## src/hw/rtl/sgsd_pkg.sv

```systemverilog
// ----------------------------------------------------------------------------
// sgsd_pkg
// Shared types and constants of the stick gesture sequence detector.
// ----------------------------------------------------------------------------
package sgsd_pkg;

  // history length and command sequence count
  localparam int HistoryDepth = 7;
  localparam int NumCommands  = 3;

  // field widths
  localparam int StickW   = 16;
  localparam int LimitW   = 15;
  localparam int TimeW    = 32;
  localparam int CommandW = 2;
  localparam int CfgAddrW = 3;
  localparam int CfgDataW = 32;

  // stream payload widths
  localparam int InDataW  = 3 * StickW + TimeW;
  localparam int OutDataW = 8;

  // gesture codes
  typedef enum logic [7:0] {
    G_CENTRE = 8'd0,
    G_LEFT   = 8'd1,
    G_RIGHT  = 8'd2,
    G_DOWN   = 8'd3,
    G_UP     = 8'd4,
    G_IDLE   = 8'd12,
    G_OTHER  = 8'd127,
    G_LONG   = 8'd255
  } gesture_t;

  // configuration register indexes
  typedef enum logic [CfgAddrW-1:0] {
    CFG_STICK_FULL    = 3'd0,
    CFG_STICK_CENTRE  = 3'd1,
    CFG_HOLD_SHORT_US = 3'd2,
    CFG_HOLD_LONG_US  = 3'd3,
    CFG_HOLD_IDLE_US  = 3'd4,
    CFG_USE_YAW_AXIS  = 3'd5
  } cfg_idx_t;

  // register reset values
  localparam logic [LimitW-1:0] StickFullRst   = 15'd11469;
  localparam logic [LimitW-1:0] StickCentreRst = 15'd3277;
  localparam logic [TimeW-1:0]  HoldShortRst   = 32'd100000;
  localparam logic [TimeW-1:0]  HoldLongRst    = 32'd500000;
  localparam logic [TimeW-1:0]  HoldIdleRst    = 32'd1000000;

  // expected history per command, newest entry first
  localparam gesture_t CmdSeq [NumCommands][HistoryDepth] = '{
    '{G_CENTRE, G_DOWN, G_CENTRE, G_LEFT,  G_CENTRE, G_LEFT,  G_IDLE},
    '{G_CENTRE, G_DOWN, G_CENTRE, G_RIGHT, G_CENTRE, G_RIGHT, G_IDLE},
    '{G_CENTRE, G_DOWN, G_CENTRE, G_DOWN,  G_CENTRE, G_DOWN,  G_IDLE}
  };

endpackage

```

## src/hw/rtl/stick_gesture_sequence_detector.sv

```systemverilog
// ----------------------------------------------------------------------------
// stick_gesture_sequence_detector
// Classifies stick samples on the ground and detects three command gestures.
// ----------------------------------------------------------------------------
// Usage:
//   in_*  : one stick sample per transfer (sticks and timestamp in in_tdata,
//           on-ground flag in in_tuser).
//   out_* : one result per sample, the command number in out_tdata
//           (0 none, 1 left-left-down, 2 right-right-down, 3 down-down-down).
//   cfg_* : register writes, index in cfg_addr, value in cfg_data; always
//           ready, to be used while no sample is in flight.
// Timing: one input register, then classification, hold timing and history match
// in a single pass into the output register, so the result is registered. One
// sample per cycle is sustained while out_tready stays high; the gesture state is
// updated as a sample leaves the input register.
// Reset (rst_n low, synchronous) empties both registers and returns the
// configuration and gesture state to their defaults.
// When out_tready is low the result holds, the input register still takes
// one more sample, and in_tready drops only once both registers are full.
// ----------------------------------------------------------------------------
module stick_gesture_sequence_detector (
  input  logic                           clk,
  input  logic                           rst_n,
  // input stream
  input  logic                           in_tvalid,
  output logic                           in_tready,
  // [15:0] roll_stick, [31:16] yaw_stick, [47:32] pitch_stick, [79:48] time_us
  input  logic [sgsd_pkg::InDataW-1:0]   in_tdata,
  // [0] on_ground
  input  logic                           in_tuser,
  // result stream
  output logic                           out_tvalid,
  input  logic                           out_tready,
  // [1:0] command, [7:2] zero
  output logic [sgsd_pkg::OutDataW-1:0]  out_tdata,
  // configuration writes
  input  logic                           cfg_valid,
  output logic                           cfg_ready,
  input  logic [sgsd_pkg::CfgAddrW-1:0]  cfg_addr,
  input  logic [sgsd_pkg::CfgDataW-1:0]  cfg_data
);

  import sgsd_pkg::*;

  // configuration registers
  logic [LimitW-1:0] stick_full_r;
  logic [LimitW-1:0] stick_centre_r;
  logic [TimeW-1:0]  hold_short_r;
  logic [TimeW-1:0]  hold_long_r;
  logic [TimeW-1:0]  hold_idle_r;
  logic              use_yaw_r;

  // input register
  logic                   s1_valid_r, s1_valid_nxt;
  logic [InDataW-1:0]     s1_data_r;
  logic                   s1_ground_r;

  // output register
  logic                   out_valid_r, out_valid_nxt;
  logic [CommandW-1:0]    out_cmd_r, out_cmd_nxt;

  // gesture state
  gesture_t               cur_class_r, cur_class_nxt;
  gesture_t               prev_class_r, prev_class_nxt;
  gesture_t               qual_r, qual_nxt;
  logic [TimeW-1:0]       hold_start_r, hold_start_nxt;
  gesture_t               hist_r [HistoryDepth];
  gesture_t               hist_nxt [HistoryDepth];

  // datapath signals
  logic                   advance;
  logic                   fire;
  logic signed [StickW-1:0] roll_s, yaw_s, pitch_s, x_s;
  logic [TimeW-1:0]       now;
  logic signed [StickW+1:0] x_e, p_e, full_e, full_neg;
  logic [StickW:0]        x_mag, p_mag, centre_e;
  logic                   xc, pc, left, right, down, up;
  logic [TimeW-1:0]       elapsed;
  logic [NumCommands-1:0] match;

  // handshake: both registers move together when the output is free
  assign advance   = !out_valid_r || out_tready;
  assign in_tready = !s1_valid_r || advance;
  assign fire      = s1_valid_r && advance;
  assign cfg_ready = 1'b1;

  assign out_tvalid = out_valid_r;
  assign out_tdata  = {{(OutDataW-CommandW){1'b0}}, out_cmd_r};

  // configuration writes
  always_ff @(posedge clk) begin
    if (!rst_n) begin
      stick_full_r   <= StickFullRst;
      stick_centre_r <= StickCentreRst;
      hold_short_r   <= HoldShortRst;
      hold_long_r    <= HoldLongRst;
      hold_idle_r    <= HoldIdleRst;
      use_yaw_r      <= 1'b0;
    end else if (cfg_valid && cfg_ready) begin
      unique case (cfg_addr)
        CFG_STICK_FULL:    stick_full_r   <= cfg_data[LimitW-1:0];
        CFG_STICK_CENTRE:  stick_centre_r <= cfg_data[LimitW-1:0];
        CFG_HOLD_SHORT_US: hold_short_r   <= cfg_data[TimeW-1:0];
        CFG_HOLD_LONG_US:  hold_long_r    <= cfg_data[TimeW-1:0];
        CFG_HOLD_IDLE_US:  hold_idle_r    <= cfg_data[TimeW-1:0];
        CFG_USE_YAW_AXIS:  use_yaw_r      <= cfg_data[0];
        default: ;
      endcase
    end
  end

  // input register valid
  always_comb begin
    if (in_tvalid && in_tready) begin
      s1_valid_nxt = 1'b1;
    end else if (advance) begin
      s1_valid_nxt = 1'b0;
    end else begin
      s1_valid_nxt = s1_valid_r;
    end
  end

  always_ff @(posedge clk) begin
    if (!rst_n) begin
      s1_valid_r <= 1'b0;
    end else begin
      s1_valid_r <= s1_valid_nxt;
    end
  end

  // input payload, no reset
  always_ff @(posedge clk) begin
    if (in_tvalid && in_tready) begin
      s1_data_r   <= in_tdata;
      s1_ground_r <= in_tuser;
    end
  end

  // unpack sample
  assign roll_s  = s1_data_r[StickW-1:0];
  assign yaw_s   = s1_data_r[2*StickW-1:StickW];
  assign pitch_s = s1_data_r[3*StickW-1:2*StickW];
  assign now     = s1_data_r[3*StickW+TimeW-1:3*StickW];
  assign x_s     = use_yaw_r ? yaw_s : roll_s;

  // magnitudes and threshold compares
  assign x_e      = {{2{x_s[StickW-1]}}, x_s};
  assign p_e      = {{2{pitch_s[StickW-1]}}, pitch_s};
  assign full_e   = {{(StickW+2-LimitW){1'b0}}, stick_full_r};
  assign full_neg = -full_e;
  assign centre_e = {{(StickW+1-LimitW){1'b0}}, stick_centre_r};
  assign x_mag    = x_e[StickW+1] ? 17'(-x_e) : 17'(x_e);
  assign p_mag    = p_e[StickW+1] ? 17'(-p_e) : 17'(p_e);
  assign xc       = x_mag < centre_e;
  assign pc       = p_mag < centre_e;
  assign left     = x_e < full_neg;
  assign right    = x_e > full_e;
  assign down     = p_e < full_neg;
  assign up       = p_e > full_e;

  // classification, hold timing and qualified gesture
  always_comb begin
    cur_class_nxt  = cur_class_r;
    prev_class_nxt = prev_class_r;
    qual_nxt       = qual_r;
    hold_start_nxt = hold_start_r;
    elapsed        = '0;
    if (!s1_ground_r) begin
      qual_nxt       = G_OTHER;
      prev_class_nxt = G_OTHER;
    end else begin
      priority if (xc && pc) begin
        cur_class_nxt = G_CENTRE;
      end else if (left && pc) begin
        cur_class_nxt = G_LEFT;
      end else if (right && pc) begin
        cur_class_nxt = G_RIGHT;
      end else if (down && xc) begin
        cur_class_nxt = G_DOWN;
      end else if (up && xc) begin
        cur_class_nxt = G_UP;
      end else begin
        cur_class_nxt = cur_class_r;
      end
      if (cur_class_nxt != prev_class_r) begin
        hold_start_nxt = now;
      end
      elapsed = now - hold_start_nxt;
      if (elapsed > hold_short_r) begin
        priority if (cur_class_nxt == G_CENTRE && elapsed > hold_idle_r) begin
          qual_nxt = G_IDLE;
        end else if (elapsed > hold_long_r) begin
          if (cur_class_nxt != G_OTHER) begin
            qual_nxt = G_LONG;
          end
        end else begin
          qual_nxt = cur_class_nxt;
        end
      end
      prev_class_nxt = cur_class_nxt;
    end
  end

  // history push and command match
  always_comb begin
    for (int i = 0; i < HistoryDepth; i++) begin
      hist_nxt[i] = hist_r[i];
    end
    match       = '0;
    out_cmd_nxt = '0;
    if (s1_ground_r && qual_nxt != hist_r[0]) begin
      hist_nxt[0] = qual_nxt;
      for (int i = 1; i < HistoryDepth; i++) begin
        hist_nxt[i] = hist_r[i-1];
      end
      for (int c = 0; c < NumCommands; c++) begin
        match[c] = 1'b1;
        for (int i = 0; i < HistoryDepth; i++) begin
          if (hist_nxt[i] != CmdSeq[c][i]) begin
            match[c] = 1'b0;
          end
        end
      end
      priority if (match[0]) begin
        out_cmd_nxt = CommandW'(1);
      end else if (match[1]) begin
        out_cmd_nxt = CommandW'(2);
      end else if (match[2]) begin
        out_cmd_nxt = CommandW'(3);
      end else begin
        out_cmd_nxt = '0;
      end
      // spoil the history so the command does not fire again
      if (match != '0) begin
        hist_nxt[1] = G_OTHER;
      end
    end
  end

  // gesture state, updated as a sample is processed
  always_ff @(posedge clk) begin
    if (!rst_n) begin
      cur_class_r  <= G_CENTRE;
      prev_class_r <= G_CENTRE;
      qual_r       <= G_CENTRE;
      hold_start_r <= '0;
      for (int i = 0; i < HistoryDepth; i++) begin
        hist_r[i] <= G_CENTRE;
      end
    end else if (fire) begin
      cur_class_r  <= cur_class_nxt;
      prev_class_r <= prev_class_nxt;
      qual_r       <= qual_nxt;
      hold_start_r <= hold_start_nxt;
      for (int i = 0; i < HistoryDepth; i++) begin
        hist_r[i] <= hist_nxt[i];
      end
    end
  end

  // output register
  assign out_valid_nxt = advance ? s1_valid_r : out_valid_r;

  always_ff @(posedge clk) begin
    if (!rst_n) begin
      out_valid_r <= 1'b0;
    end else begin
      out_valid_r <= out_valid_nxt;
    end
  end

  always_ff @(posedge clk) begin
    if (fire) begin
      out_cmd_r <= out_cmd_nxt;
    end
  end

endmodule

```

## config.mk

```make
export PLATFORM = sky130hd
export DESIGN_NAME = stick_gesture_sequence_detector
export DESIGN_NICKNAME = d
export VERILOG_FILES = /design/src/hw/rtl/sgsd_pkg.sv /design/src/hw/rtl/stick_gesture_sequence_detector.sv
export SDC_FILE = /design/constraint.sdc
export NUM_CORES = 1
export LEC_CHECK = 0
export BUFFER_PORTS_ARGS = -buffer_cell sky130_fd_sc_hd__buf_2
export CAP_MARGIN = 40
export CELL_PAD_IN_SITES_DETAIL_PLACEMENT = 0
export CELL_PAD_IN_SITES_GLOBAL_PLACEMENT = 2
export CORE_MARGIN = 4
export CORE_UTILIZATION = 39
export CTS_CLUSTER_SIZE = 25
export DETAILED_ROUTE_END_ITERATION = 8
export PLACE_DENSITY_LB_ADDON = 0.1
export SLEW_MARGIN = 20
export SYNTH_ARGS = -nofsm -noshare
export SYNTH_HDL_FRONTEND = slang
export SYNTH_SLANG_ARGS = --single-unit
```

## constraint.sdc

```tcl
create_clock -name clk -period 18.1 [get_ports clk]
set_input_delay 0.905 -clock clk [delete_from_list [all_inputs] [get_ports clk]]
set_output_delay 0.905 -clock clk [all_outputs]
set_load 0.005 [all_outputs]
```

==> results of run 1 <==
## power groups by stage
| stage | registers (mW) | logic, mW | clock network [mW] |
|---|---|---|---|
| 3_3_place_gp | 0.820 | 0.727 | 0 |
| 2_1_floorplan | 0.810 | 0.520 | 0 |
| 6_report | 0.805 | 0.738 | 0.787 |
| 3_5_place_dp | 0.820 | 0.737 | 0 |
| 4_1_cts | 0.805 | 0.742 | 0.810 |
| 5_1_grt | 0.809 | 0.831 | 0.838 |
## metrics by stage
stage	util, %	std cells	hold WS (ns)	instance area, sq um
after detailed placement	42.3	2820	0.443	20800
after global routing	44.9	2892	0.477	22100
after CTS	44.9	2890	0.457	22100
after global placement	42.1	2817	0.452	20700
after floorplan	-	2102	0.427	19500
final	44.9	2892	0.456	22100
## layout by cell type (no fill, tap or decap), types with 11 or more instances in the layout
cell,instances
ha_1,222
a21boi_0,98
xor2_1,19
inv_1,160
and3_1,52
or3_1,11
xnor2_1,57
and2_1,14
o21bai_1,11
edfxtp_1,131
dfxtp_1,185
o211ai_1,45
o21a_1,19
buf_4,15
nor2_1,78
mux2i_1,44
a21o_1,69
nand2_1,321
nor3_1,34
nand3_1,27
nor4_1,18
o21ai_0,51
a211oi_1,14
nor2b_1,27
o31ai_1,12
clkbuf_16,41
buf_2,123
o211a_1,29
a21oi_1,100
a31oi_1,13
nand4_1,37
## registers in the layout, indices dropped and copies added, names as in the netlist, 15 cells and up
name	flops
hold_short_r	32
stick_centre_r	15
stick_full_r	15
hold_long_r	32
hist_r	48
hold_start_r	32
s1_data_r	80
hold_idle_r	32
## layout make-up
cell class | count | area, sq um | share of cell area, %
clock buffers | 56 | 1130 | 5.13
clock inverters | 14 | 150 | 0.680
inverters | 161 | 604 | 2.74
multi-input cells | 1538 | 10900 | 49.3
flip-flops and latches | 316 | 7640 | 34.6
well taps | 664 | 831 | 3.76
repair buffers | 143 | 833 | 3.77
## worst max-delay path by stage
stage	endpoint	slack [ns]	depth (start not counted)
global route	hist_r[3][4]	2.97	48
CTS	hist_r[4][3]	3.96	49
global placement	hist_r[5][6]	4.48	47
detailed placement	hist_r[5][2]	4.06	49
floorplan	hist_r[0][0]	3.69	52
finish	hist_r[4][3]	4.35	49
## cell families after synthesis
family	synth area share (%)
multiplexers	2.61
buffers and inverters	4.97
AO/OA/AOI/OAI	19.4
flip-flops	39.3
XOR/XNOR	3.59
other	0.0386
adder cells (fa/ha/maj)	14.4
AND/OR/NAND/NOR	15.7
## per-layer routing
layer / vias up / GRT usage [%] / part of all wire [%]
li1: 7754 / - / -
met1: 7346 / 25.9 / 42
met2: 327 / 39.0 / 50
met3: 102 / 3.37 / 4.2
met4: 0 / 8.40 / 3.9
met5: - / 0 / 0
## worst reg2reg max path, delay by kind of cell, from the launching register on
kind,cells,cell delay [ns]
AND/OR/NAND/NOR,9,2.12
AO/OA/AOI/OAI,28,7.32
XOR/XNOR,3,0.53
buffers and inverters,3,1.09
multiplexers,2,0.80
flip-flops,1,0.34
adder cells (fa/ha/maj),4,1.14
==> results.cfg, run 1 <==
[synthesis]
yosysMostFrequentCell = nand2_1
synth.top_cell.area_share_pct = 20.2
synth-edff-count = 131
syn_avg_cell_area_sq_um = 9.27
yosys_warnings = 0
synthFlopType = dfxtp_1
yosysSeqAreaShare_pct = 39.3
netlist_area_sq_um = 19400
synthArstFlopShare_pct = 0
ys_seq_elements = 316
synthTopCellsByCount = nand2_1 (321), ha_1 (222), dfxtp_1 (185)
synth_cell_type_count = 81
synth_cells = 2097
yosys-top-cells-area = edfxtp_1 (20%), dfxtp_1 (19%), ha_1 (14%), nand2_1 (6.2%), a21boi_0 (3.8%)
synth_area_leader_cell = edfxtp_1

[cts]
cts_root_buffer = clkbuf_16
cts_tree = yes
numCtsBuffers = 39
clkLatencyLatePin_ns = 0.55
cts_setup_buffers = 0
cts_num_sinks = 316
cts_resized = 0
clk_pin_slew_ns = 0.06
postCtsHoldBufs = 0
clock_path_buffers = 3
h-tree-depth = 2

[global_routing]
globalRouteOverflowTotal = 0
grt_pass1_vias = 15400
gr-usage-all-layers_pct = 21.7
grt_pass1_wl_um = 89900
antenna_found_initial = 0
grt_max_degree = 71

[critical_path]
cp_common_cell = a21oi_1
required_ns = 18.28
cp-start-kind = flip-flop
rrSetupSlack_ns = 4.35
path_max_fanout = 48
criticalPathCategory = flip-flop to flip-flop
cp-end-kind = flip-flop
worst_r2r_path_depth = 49
cpMaxStageDelayCell = a2111oi_2
r2r_start = use_yaw_r
arrival_ns = 13.93
timing.rr.end = hist_r[4][3]
crit_start = use_yaw_r
critical_path_buf_inv_count = 3
critical_path.top_delay_family = compound AO/OA/AOI/OAI gates
max_stage_delay_ns = 0.73

[power_and_ir_drop]
p_per_area_nw_per_um2 = 105
power_frac_comb_pct = 31.7
p_clk_share_pct = 33.8
leakage_nw = 9.50
peakVddDrop_mv = 0.0720
pwr-share-seq_pct = 34.6
switchingPower_mw = 0.777
power_mw = 2.33
p_int_mw = 1.55
swShare_pct = 33.3

[sta]
fin_setup_tns_ns = 0
worst_slew_pin_slew_ns = 0.834
slew_violations = 0
worst_slack_ns = 4.35
setup_viol = 0
skew_ns = 0.0161
rsz0062_at_grt = no
clock.fmax_mhz = 72.7
hold_viol = 0
slew_headroom_pct = 44.3
period_share_pct = 75.9
fin_crit_ns = 13.75

[placement]
gp_congestion = 0.898
hpwl_um = 44900
pre_cts_ws_ns = 4.06
port_buffers = 124

[worst_hold_path]
whs_path_depth = 1
hold_start = qual_r[1]
hold_path_class = flip-flop to flip-flop
min_to = qual_r[1]

[floorplan]
io_pins = 132
die_h_um = 231
initial_core_util_pct = 39.6
dieArea_sq_um = 53500
core-area_sq_um = 49200
rows = 81
fp.dieW_um = 231

[cells_and_area]
area_growth_pct = 13.6
antenna_cells = 0
fillCellCount = 4771
drive_above_1_share_pct = 10.4
nNetsFinal = 2543

[routing]
vias = 15500
drcViolationCount = 0
routed_wl_um = 58800
via_per_inst = 5.37
wire_per_inst_um = 20.3
ant_nets = 0
drt_iter0_markers = 828
first_pass_iters = 5

[status]
status = finished clean

[run]
maxCapViolCount = 0
(Power assumes the default switching activity.)
==> run 2: changes to the inputs <==
Clock period 18.1 ns to 13.1 ns, I/O delays scaled along.
==> run 2 against run 1 <==
Against the previous run:
- clock skew about the same
- largest cell class unchanged
- highest routed layer unchanged
- utilization rose by 0.16 points
- critical endpoint is now hist_r[5][6]
- routed wire length fell by 1.5%
==> results.cfg, run 2 (synthesis gave the netlist of run 1 again) <==
[sta]
hold_viol = 0
period_share_pct = 92.7
skew_ns = 0.0163
fin_worst_hold_slack_ns = 0.272
fin_setup_tns_ns = 0
slew_violations = 0
slew_headroom_pct = 47.2
setup_viol = 0
clock.fmax_mhz = 82.4
rsz0062_at_grt = no
worst_slew_pin_slew_ns = 0.792
fin_crit_ns = 12.14

[cts]
cts_num_sinks = 316
clkLatencyLatePin_ns = 0.56
numCtsBuffers = 38
clock_path_buffers = 3
cts_tree = yes
clk_pin_slew_ns = 0.06
h-tree-depth = 2
postCtsHoldBufs = 0
cts_root_buffer = clkbuf_16

[placement]
dpl_cell_area_sq_um = 20800
gp_congestion = 0.871
port_buffers = 124
hpwl_um = 44200
place_inst = 2826

[cells_and_area]
antenna_cells = 0
final_cells = 2901
fin_area_sq_um = 22200
drive_above_1_share_pct = 11.2
top_register = s1_data_r
final_cell_mix = nand2_1 (321), ha_1 (222), dfxtp_1 (185), inv_1 (160), edfxtp_1 (131)
layout_commonest_cell = nand2_1
area_growth_pct = 14.0
nNetsFinal = 2552
top_regs = s1_data_r: 80 flops, hist_r: 48 flops
largest_register_ffs = 80

[power_and_ir_drop]
power_frac_comb_pct = 32.5
p_int_mw = 2.13
pwr-share-seq_pct = 34.5
p_clk_share_pct = 33.1
switchingPower_mw = 1.09
leakage_nw = 9.53
power_mw = 3.23
peakVddDrop_mv = 0.101
p_per_area_nw_per_um2 = 146
swShare_pct = 33.9

[critical_path]
rrSetupSlack_ns = 0.96
cp-start-kind = flip-flop
required_ns = 13.33
criticalPathCategory = flip-flop to flip-flop
path_max_fanout = 48
cpMaxStageDelayCell = dfxtp_1
max_stage_delay_ns = 0.47
arrival_ns = 12.37
cp-end-kind = flip-flop

[global_routing]
grt_pass1_vias = 15500
grt_pass1_wl_um = 89700
antenna_found_initial = 0
globalRouteOverflowTotal = 0
gr-usage-all-layers_pct = 21.4
grt_max_degree = 75

[worst_hold_path]
hold_path_class = input pin to flip-flop

[floorplan]
core-area_sq_um = 49200
die_h_um = 231
io_pins = 132
fp.dieW_um = 231
dieArea_sq_um = 53500
initial_core_util_pct = 39.6
rows = 81

[routing]
drt_iter0_markers = 753
ant_nets = 0
via_per_inst = 5.36
wire_per_inst_um = 20.0
first_pass_iters = 6
drcViolationCount = 0
routed_wl_um = 57900
vias = 15600

[status]
status = finished clean

[run]
maxCapViolCount = 0
==> run 2: timing repair <==
action                                  in CTS  in global routing
endpoints found under the hold margin        0                  0
gates resized for setup                      0                 18
setup buffers                                0                  4
endpoints found under the setup margin       0                 55
==> run 2: per-layer routing <==
metal,vias to the layer above,track usage (%),wire length (um),part of all wire [%]
met5,-,0,0,0
met4,0,6.50,1690,2.9
met3,94,2.53,1780,3.1
met2,239,39.3,29400,51
met1,7448,26.3,25000,43
li1,7772,-,-,-
==> run 2: stage by stage <==
stage / util, % / worst slack (ns)
after global routing: 45.1 / 0.0441
after floorplan: - / 0.316
after global placement: 42.2 / 0.254
final: 45.1 / 0.959
after detailed placement: 42.3 / 0.0984
after CTS: 44.9 / 0.0578
==> run 2: cell type report <==
type	instances	area [sq um]
clock buffer	53	1070
clock inverter	16	173
sequential	316	7640
fill	4885	27000
tap	664	831
multi-input combinational	1538	11000
timing repair buffer	153	898
inverter	161	604
==> run 2: path summary, 6_finish.rpt <==
| path | start | to | depth (start not counted) |
|---|---|---|---|
| max | use_yaw_r | hist_r[5][6] | 50 |
| min | in_tdata[66] | s1_data_r[66] | 1 |
| max reg2reg | use_yaw_r | hist_r[5][6] | 50 |
| min reg2reg | hold_short_r[14] | hold_short_r[14] | 2 |
==> run 2: power groups by stage <==
stage                     combinational, mW  clock, mW  sequential, mW
final                                  1.05       1.07            1.11
after global routing                   1.17       1.14            1.12
after CTS                              1.03       1.10            1.11
after detailed placement               1.03          0            1.13
after global placement                 1.02          0            1.13
after floorplan                       0.722          0            1.12
==> run 2: critical path, delay by kind of cell (launching register included) <==
kind                     cells  cell delay (ns)
AO/OA/AOI/OAI               28             6.48
AND/OR/NAND/NOR             10             1.87
adder cells (fa/ha/maj)      4             1.03
buffers and inverters        4             0.94
multiplexers                 2             0.63
flip-flops                   1             0.47
XOR/XNOR                     2             0.35
